File: src/ps2md_pkg.sv
// ps2md_pkg: shared types and constants for the ps/2 mouse packet decoder
// no dependencies; imported by ps2md_decode, ps2_mouse_packet_decoder and ps2md_checker
`default_nettype none

package ps2md_pkg;

    // packet phase: which byte of the three-byte packet is expected next
    typedef enum logic [1:0] {
        PH_HEADER = 2'd0,
        PH_X      = 2'd1,
        PH_Y      = 2'd2
    } phase_t;

    // event codes on event_kind
    localparam logic [2:0] KIND_MIDDLE = 3'd0;
    localparam logic [2:0] KIND_RIGHT  = 3'd1;
    localparam logic [2:0] KIND_LEFT   = 3'd2;
    localparam logic [2:0] KIND_X_MOVE = 3'd3;
    localparam logic [2:0] KIND_Y_MOVE = 3'd4;

    // header byte bit positions
    localparam int unsigned HDR_LEFT_BIT   = 0;
    localparam int unsigned HDR_RIGHT_BIT  = 1;
    localparam int unsigned HDR_MIDDLE_BIT = 2;
    localparam int unsigned HDR_SYNC_BIT   = 3;
    localparam int unsigned HDR_XSIGN_BIT  = 4;
    localparam int unsigned HDR_YSIGN_BIT  = 5;
    localparam int unsigned HDR_XOVF_BIT   = 6;
    localparam int unsigned HDR_YOVF_BIT   = 7;

    // magnitude of a negative move is this minus the byte
    localparam logic [8:0] MOVE_WRAP = 9'h100;

    // one decoded event plus the bookkeeping the holding stage needs
    typedef struct packed {
        logic       has_event;   // an event is still due from the held byte
        logic       one_left;    // the due event is the final one for this byte
        logic [2:0] kind;
        logic       released;
        logic       negative;
        logic [8:0] magnitude;
        logic [2:0] toggle_mask; // button bit that flips once the event is sent
    } dec_t;

endpackage

`default_nettype wire

File: src/ps2md_decode.sv
// ps2md_decode: picks the next event due from the held byte and the decoder state
// depends on ps2md_pkg
`default_nettype none

module ps2md_decode (
    input  wire logic [7:0]          rx_byte,
    input  wire logic [1:0]          phase,
    input  wire logic [2:0]          buttons,
    input  wire logic [1:0]          signs,
    output ps2md_pkg::dec_t          dec
);
    import ps2md_pkg::*;

    logic       header_ok;
    logic [2:0] pending;
    logic       move_neg;
    logic [8:0] move_mag;

    // header is usable only with the sync bit set and no overflow
    assign header_ok = rx_byte[HDR_SYNC_BIT] & ~rx_byte[HDR_XOVF_BIT]
                     & ~rx_byte[HDR_YOVF_BIT];

    // buttons still differing from the stored state
    assign pending = header_ok ? (rx_byte[2:0] ^ buttons) : 3'b000;

    // movement as sign plus magnitude
    assign move_neg = (phase == PH_X) ? signs[0] : signs[1];
    assign move_mag = move_neg ? (MOVE_WRAP - {1'b0, rx_byte}) : {1'b0, rx_byte};

    // event selection, middle before right before left
    always_comb
    begin
        dec = '0;
        case (phase)
            PH_X, PH_Y:
            begin
                dec.has_event = 1'b1;
                dec.one_left  = 1'b1;
                dec.kind      = (phase == PH_X) ? KIND_X_MOVE : KIND_Y_MOVE;
                dec.negative  = move_neg;
                dec.magnitude = move_mag;
            end
            default:
            begin
                dec.has_event = |pending;
                dec.one_left  = (pending == 3'b001) || (pending == 3'b010)
                             || (pending == 3'b100);
                if (pending[HDR_MIDDLE_BIT])
                begin
                    dec.kind        = KIND_MIDDLE;
                    dec.released    = ~rx_byte[HDR_MIDDLE_BIT];
                    dec.toggle_mask = 3'b100;
                end
                else if (pending[HDR_RIGHT_BIT])
                begin
                    dec.kind        = KIND_RIGHT;
                    dec.released    = ~rx_byte[HDR_RIGHT_BIT];
                    dec.toggle_mask = 3'b010;
                end
                else if (pending[HDR_LEFT_BIT])
                begin
                    dec.kind        = KIND_LEFT;
                    dec.released    = ~rx_byte[HDR_LEFT_BIT];
                    dec.toggle_mask = 3'b001;
                end
            end
        endcase
    end

endmodule

`default_nettype wire

File: src/ps2_mouse_packet_decoder.sv
// ps2_mouse_packet_decoder: an accepted byte is registered in the holding stage; each event it
// causes is registered in the output stage, one event per cycle while the output is not stalled.
// a header gives 0 to 3 events, a move byte 1; a byte holds the input stage until its last is sent.
// a new byte is taken while an earlier event still waits in the output register.
// reset (rst_n, asynchronous, active low): header phase, all buttons released, signs zero,
// input and output stages empty.
`default_nettype none

module ps2_mouse_packet_decoder (
    input  wire logic       clk,
    input  wire logic       rst_n,
    input  wire logic       rx_valid,
    output logic            rx_stall,
    input  wire logic [7:0] rx_byte,
    output logic            ev_valid,
    input  wire logic       ev_stall,
    output logic [2:0]      event_kind,
    output logic            released,
    output logic            negative,
    output logic [8:0]      magnitude,
    output logic            last
);
    import ps2md_pkg::*;

    // holding stage
    logic       hold_valid_reg, hold_valid_next;
    logic [7:0] hold_byte_reg;

    // decoder state
    phase_t     phase_reg, phase_next;
    logic [2:0] buttons_reg, buttons_next;
    logic [1:0] signs_reg, signs_next;

    // output stage
    logic       out_valid_reg, out_valid_next;
    logic [2:0] out_kind_reg;
    logic       out_released_reg;
    logic       out_negative_reg;
    logic [8:0] out_magnitude_reg;
    logic       out_last_reg;

    dec_t       dec;
    logic       can_load;
    logic       emit;
    logic       finish;
    logic       rx_take;
    logic       header_ok;

    ps2md_decode u_decode (
        .rx_byte (hold_byte_reg),
        .phase   (phase_reg),
        .buttons (buttons_reg),
        .signs   (signs_reg),
        .dec     (dec)
    );

    // handshake between holding stage and output register
    assign can_load = ~out_valid_reg | ~ev_stall;
    assign emit     = hold_valid_reg & dec.has_event & can_load;
    assign finish   = hold_valid_reg & (~dec.has_event | (emit & dec.one_left));
    assign rx_stall = hold_valid_reg & ~finish;
    assign rx_take  = rx_valid & ~rx_stall;

    assign header_ok = hold_byte_reg[HDR_SYNC_BIT] & ~hold_byte_reg[HDR_XOVF_BIT]
                     & ~hold_byte_reg[HDR_YOVF_BIT];

    // holding stage occupancy
    always_comb
    begin
        hold_valid_next = hold_valid_reg;
        if (rx_take)
            hold_valid_next = 1'b1;
        else if (finish)
            hold_valid_next = 1'b0;
    end

    // packet phase and header sign capture, once the held byte is done
    always_comb
    begin
        phase_next = phase_reg;
        signs_next = signs_reg;
        if (finish)
        begin
            case (phase_reg)
                PH_X:    phase_next = PH_Y;
                PH_Y:    phase_next = PH_HEADER;
                default:
                begin
                    if (header_ok)
                    begin
                        phase_next = PH_X;
                        signs_next = {hold_byte_reg[HDR_YSIGN_BIT],
                                      hold_byte_reg[HDR_XSIGN_BIT]};
                    end
                    else
                    begin
                        phase_next = PH_HEADER;
                    end
                end
            endcase
        end
    end

    // button state follows each button event as it is sent
    always_comb
    begin
        buttons_next = buttons_reg;
        if (emit)
            buttons_next = buttons_reg ^ dec.toggle_mask;
    end

    // output register valid
    always_comb
    begin
        out_valid_next = out_valid_reg;
        if (emit)
            out_valid_next = 1'b1;
        else if (~ev_stall)
            out_valid_next = 1'b0;
    end

    // control registers
    always_ff @(posedge clk or negedge rst_n)
    begin
        if (!rst_n)
        begin
            hold_valid_reg <= 1'b0;
            phase_reg      <= PH_HEADER;
            buttons_reg    <= 3'b000;
            signs_reg      <= 2'b00;
            out_valid_reg  <= 1'b0;
        end
        else
        begin
            hold_valid_reg <= hold_valid_next;
            phase_reg      <= phase_next;
            buttons_reg    <= buttons_next;
            signs_reg      <= signs_next;
            out_valid_reg  <= out_valid_next;
        end
    end

    // payload registers
    always_ff @(posedge clk)
    begin
        if (rx_take)
            hold_byte_reg <= rx_byte;
        if (emit)
        begin
            out_kind_reg      <= dec.kind;
            out_released_reg  <= dec.released;
            out_negative_reg  <= dec.negative;
            out_magnitude_reg <= dec.magnitude;
            out_last_reg      <= dec.one_left;
        end
    end

    assign ev_valid   = out_valid_reg;
    assign event_kind = out_kind_reg;
    assign released   = out_released_reg;
    assign negative   = out_negative_reg;
    assign magnitude  = out_magnitude_reg;
    assign last       = out_last_reg;

endmodule

`default_nettype wire

File: config.mk
export PLATFORM = sky130hd
export DESIGN_NAME = ps2_mouse_packet_decoder
export DESIGN_NICKNAME = d
export VERILOG_FILES = /design/src/ps2md_pkg.sv /design/src/ps2md_decode.sv /design/src/ps2_mouse_packet_decoder.sv
export SDC_FILE = /design/constraint.sdc
export NUM_CORES = 1
export LEC_CHECK = 0
export BUFFER_PORTS_ARGS = -buffer_cell sky130_fd_sc_hd__buf_2
export CAP_MARGIN = 10
export CORE_ASPECT_RATIO = 1.4
export CORE_MARGIN = 3
export CORE_UTILIZATION = 30
export DETAILED_ROUTE_END_ITERATION = 8
export GPL_TIMING_DRIVEN = 1
export PLACE_DENSITY = 0.59
export SLEW_MARGIN = 40
export SYNTH_ARGS = -nofsm -noshare
export SYNTH_HDL_FRONTEND = slang
export SYNTH_HIERARCHICAL = 1
export SYNTH_SLANG_ARGS = --single-unit
File: constraint.sdc
create_clock -name clk -period 2.6 [get_ports clk]
set_clock_uncertainty 0.2 [all_clocks]
set_input_delay 0.52 -clock clk [delete_from_list [all_inputs] [get_ports clk]]
set_output_delay 0.52 -clock clk [all_outputs]
set_load 0.1 [all_outputs]
==> results.yml <==
status:
  status: "finished with violations"
  violations: "setup timing"
global_route:
  grt_pass1_vias: 1137
  grt_usage_pct: 11.3
  antenna_found_initial: 0
  grt_start_max_net_pins: 16
  grt_pass1_wl_um: 4920
  overflow: 0
clocking:
  cts_buffers: 5
  cts_root_buffer: "clkbuf_8"
  clk_pin_slew_worst_paths_ns: 0.06
  cts_tree: "yes"
  clk-insertion-delay-late_ns: 0.28
  htreeDepth: 2
  clockBufferDepth: 2
  cts.sinks: 32
synthesis:
  syn_nets: 135
  yosysSeqAreaShare_pct: 62.2
  synth_edf_count: 23
  syn_area_um2: 1470
  syn_inst: 119
  synth-seq-cells: 32
  syn_area_per_cell_um2: 12.4
  yosysUniqueCellTypes: 31
  synth.most_common_cell: "edfxtp_1"
  async_flop_share_pct: 28.1
  synth_largest_area_cell: "edfxtp_1"
  synth_top_cell_area_share_pct: 46.9
  ys.flop_type: "edfxtp_1"
  synth.area.top_cells: "edfxtp_1 (47%), dfrtp_1 (15%), xnor2_1 (5.9%)"
  netlist_top_cells_count: "edfxtp_1 (23), nor2_1 (17), xnor2_1 (10)"
  yosys_warnings: 6
floorplan:
  die_width_um: 65.2
  die_h_um: 88.9
  num_rows: 29
  die_area_um2: 5800
  ios: 29
  core_um2: 4640
  start_util_pct: 31.7
hold_path:
  hold_depth: 1
  min_path_type: "primary input to flop"
  hold_path.startpoint: "rx_byte[6]"
timing:
  max_freq_mhz: 363
  min_period_over_period_pct: 106
  hold_viol: 0
  tightest_slew_ns: 0.467
  final-setup-viol-count: 1
  drv_slew: 0
  fin_hold_ws_ns: 0.209
  relSlewSlack_pct: 68.2
  rsz0062_at_grt: "yes"
  fin_crit_ns: 2.75
  setup_ws_ns: -0.152
setup_path:
  cp-start-kind: "flop"
  arrival_ns: 2.03
  worst-setup-path-type: "flop to primary output"
  cp.buffers_inverters: 2
  path_depth: 7
  crit_start: "buttons_reg[0]"
  reg2reg_from: "buttons_reg[0]"
  critPathTopFamily: "flip-flops"
  endpoint_kind: "primary output"
  ff2ff_path_depth: 9
  worstPathCellList: "xnor2_2, inv_1, or3_4, o311ai_4, a21boi_4, nor2_4, buf_12"
  required_ns: 1.88
  crit_slowest_cell: "dfrtp_2"
  slowest_delay_ns: 0.45
  cp_max_fo: 4
detailed_routing:
  drtIter0Drc: 34
  antenna_left: 0
  viasPerCell: 4.62
  via_count: 1072
  dr.pass1.iters: 4
  drc: 0
  routed_wl_um: 3010
  wl_per_cell_um: 13.0
placement:
  dp_hpwl_um: 2230
  io_buffer_count: 28
  gp_congestion: 0.812
  dpl_cell_area_um2: 1790
layout:
  area_growth_pct: 37.0
  final_area_um2: 2020
  drive_gt1_share_pct: 39.4
  largest_reg_flops: 9
  diodes: 0
  fillers: 461
  nNetsFinal: 185
pwr:
  power.density_nw_per_um2: 1280
  p_leak_nw: 0.848
  irDropWorstVdd_mv: 0.745
flow_run:
  max_cap_violations: 0
## cells in the final DEF, fill, tap and decap left out, types with 2 or more instances in the layout
cell type / n
buf_2: 27
edfxtp_1: 23
nor2_1: 15
buf_4: 14
inv_1: 9
xnor2_1: 8
dfrtp_1: 8
clkbuf_8: 5
nand2_1: 4
nand4_1: 4
ha_1: 4
nor3_1: 4
a21oi_1: 4
nand2b_1: 3
o21ai_1: 2
mux2_1: 2
buf_12: 2
xnor2_2: 2
a31oi_1: 2
o21ai_0: 2
## final timing paths
check                                        end  slack, ns
max in group asynchronous         buttons_reg[0]       1.58
worst min-delay path            hold_byte_reg[6]       0.21
min in group asynchronous         buttons_reg[2]       0.41
worst min register to register      signs_reg[1]       0.33
worst max-delay path                    rx_stall      -0.15
worst max register to register      signs_reg[0]       0.09
## kinds of logic after synthesis
family	share of synthesized area, %
adder cells (fa/ha/maj)	3.40
buffers and inverters	2.55
flip-flops	62.2
AO/OA/AOI/OAI	7.99
XOR/XNOR	7.14
AND/OR/NAND/NOR	12.8
multiplexers	3.91
## what timing repair did
action                     CTS  global route
hold endpoints to repair     9             0
setup endpoints to repair    1             3
setup buffers                4             3
pin swaps                    0             4
hold buffers                 1             0
cloned                       0             0
gates resized for setup      5             5
## stage by stage
stage / instances / setup slack [ns] / util, % / power, W / TNS (ns)
2_1_floorplan: 119 / 0.0420 / - / 0.00172 / 0
3_3_place_gp: 216 / 0.139 / 38.5 / 0.00199 / 0
3_5_place_dp: 216 / 0.0889 / 38.5 / 0.00201 / 0
4_1_cts: 229 / -0.138 / 42.3 / 0.00254 / -0.138
5_1_grt: 232 / -0.227 / 43.4 / 0.00271 / -0.245
6_report: 232 / -0.152 / 43.4 / 0.00259 / -0.152
## area by class of cell
class                   instances  area, um^2  share of cell area (%)
clock buffers                   6        72.6                    3.60
clock inverters                 2        35.0                    1.74
inverters                       9        33.8                    1.67
multi-input cells              77         591                    29.3
flip-flops and latches         32         917                    45.5
well taps                      62        77.6                    3.85
repair buffers                 44         290                    14.4
## report_power, final
group          switching [W]  internal (W)  total [W]
combinational       0.000897      0.000425    0.00132
sequential         0.0000878      0.000718   0.000806
clock               0.000177      0.000284   0.000461
## metal layers
layer	part of all wire, %	global-route usage [%]	vias up	routed length [um]
li1	-	-	522	-
met1	36	10.9	500	1080
met2	54	20.2	38	1610
met3	6.3	4.28	12	189
met4	4.2	6.60	0	127
met5	0	0	-	0
(Power assumes the default switching activity.)
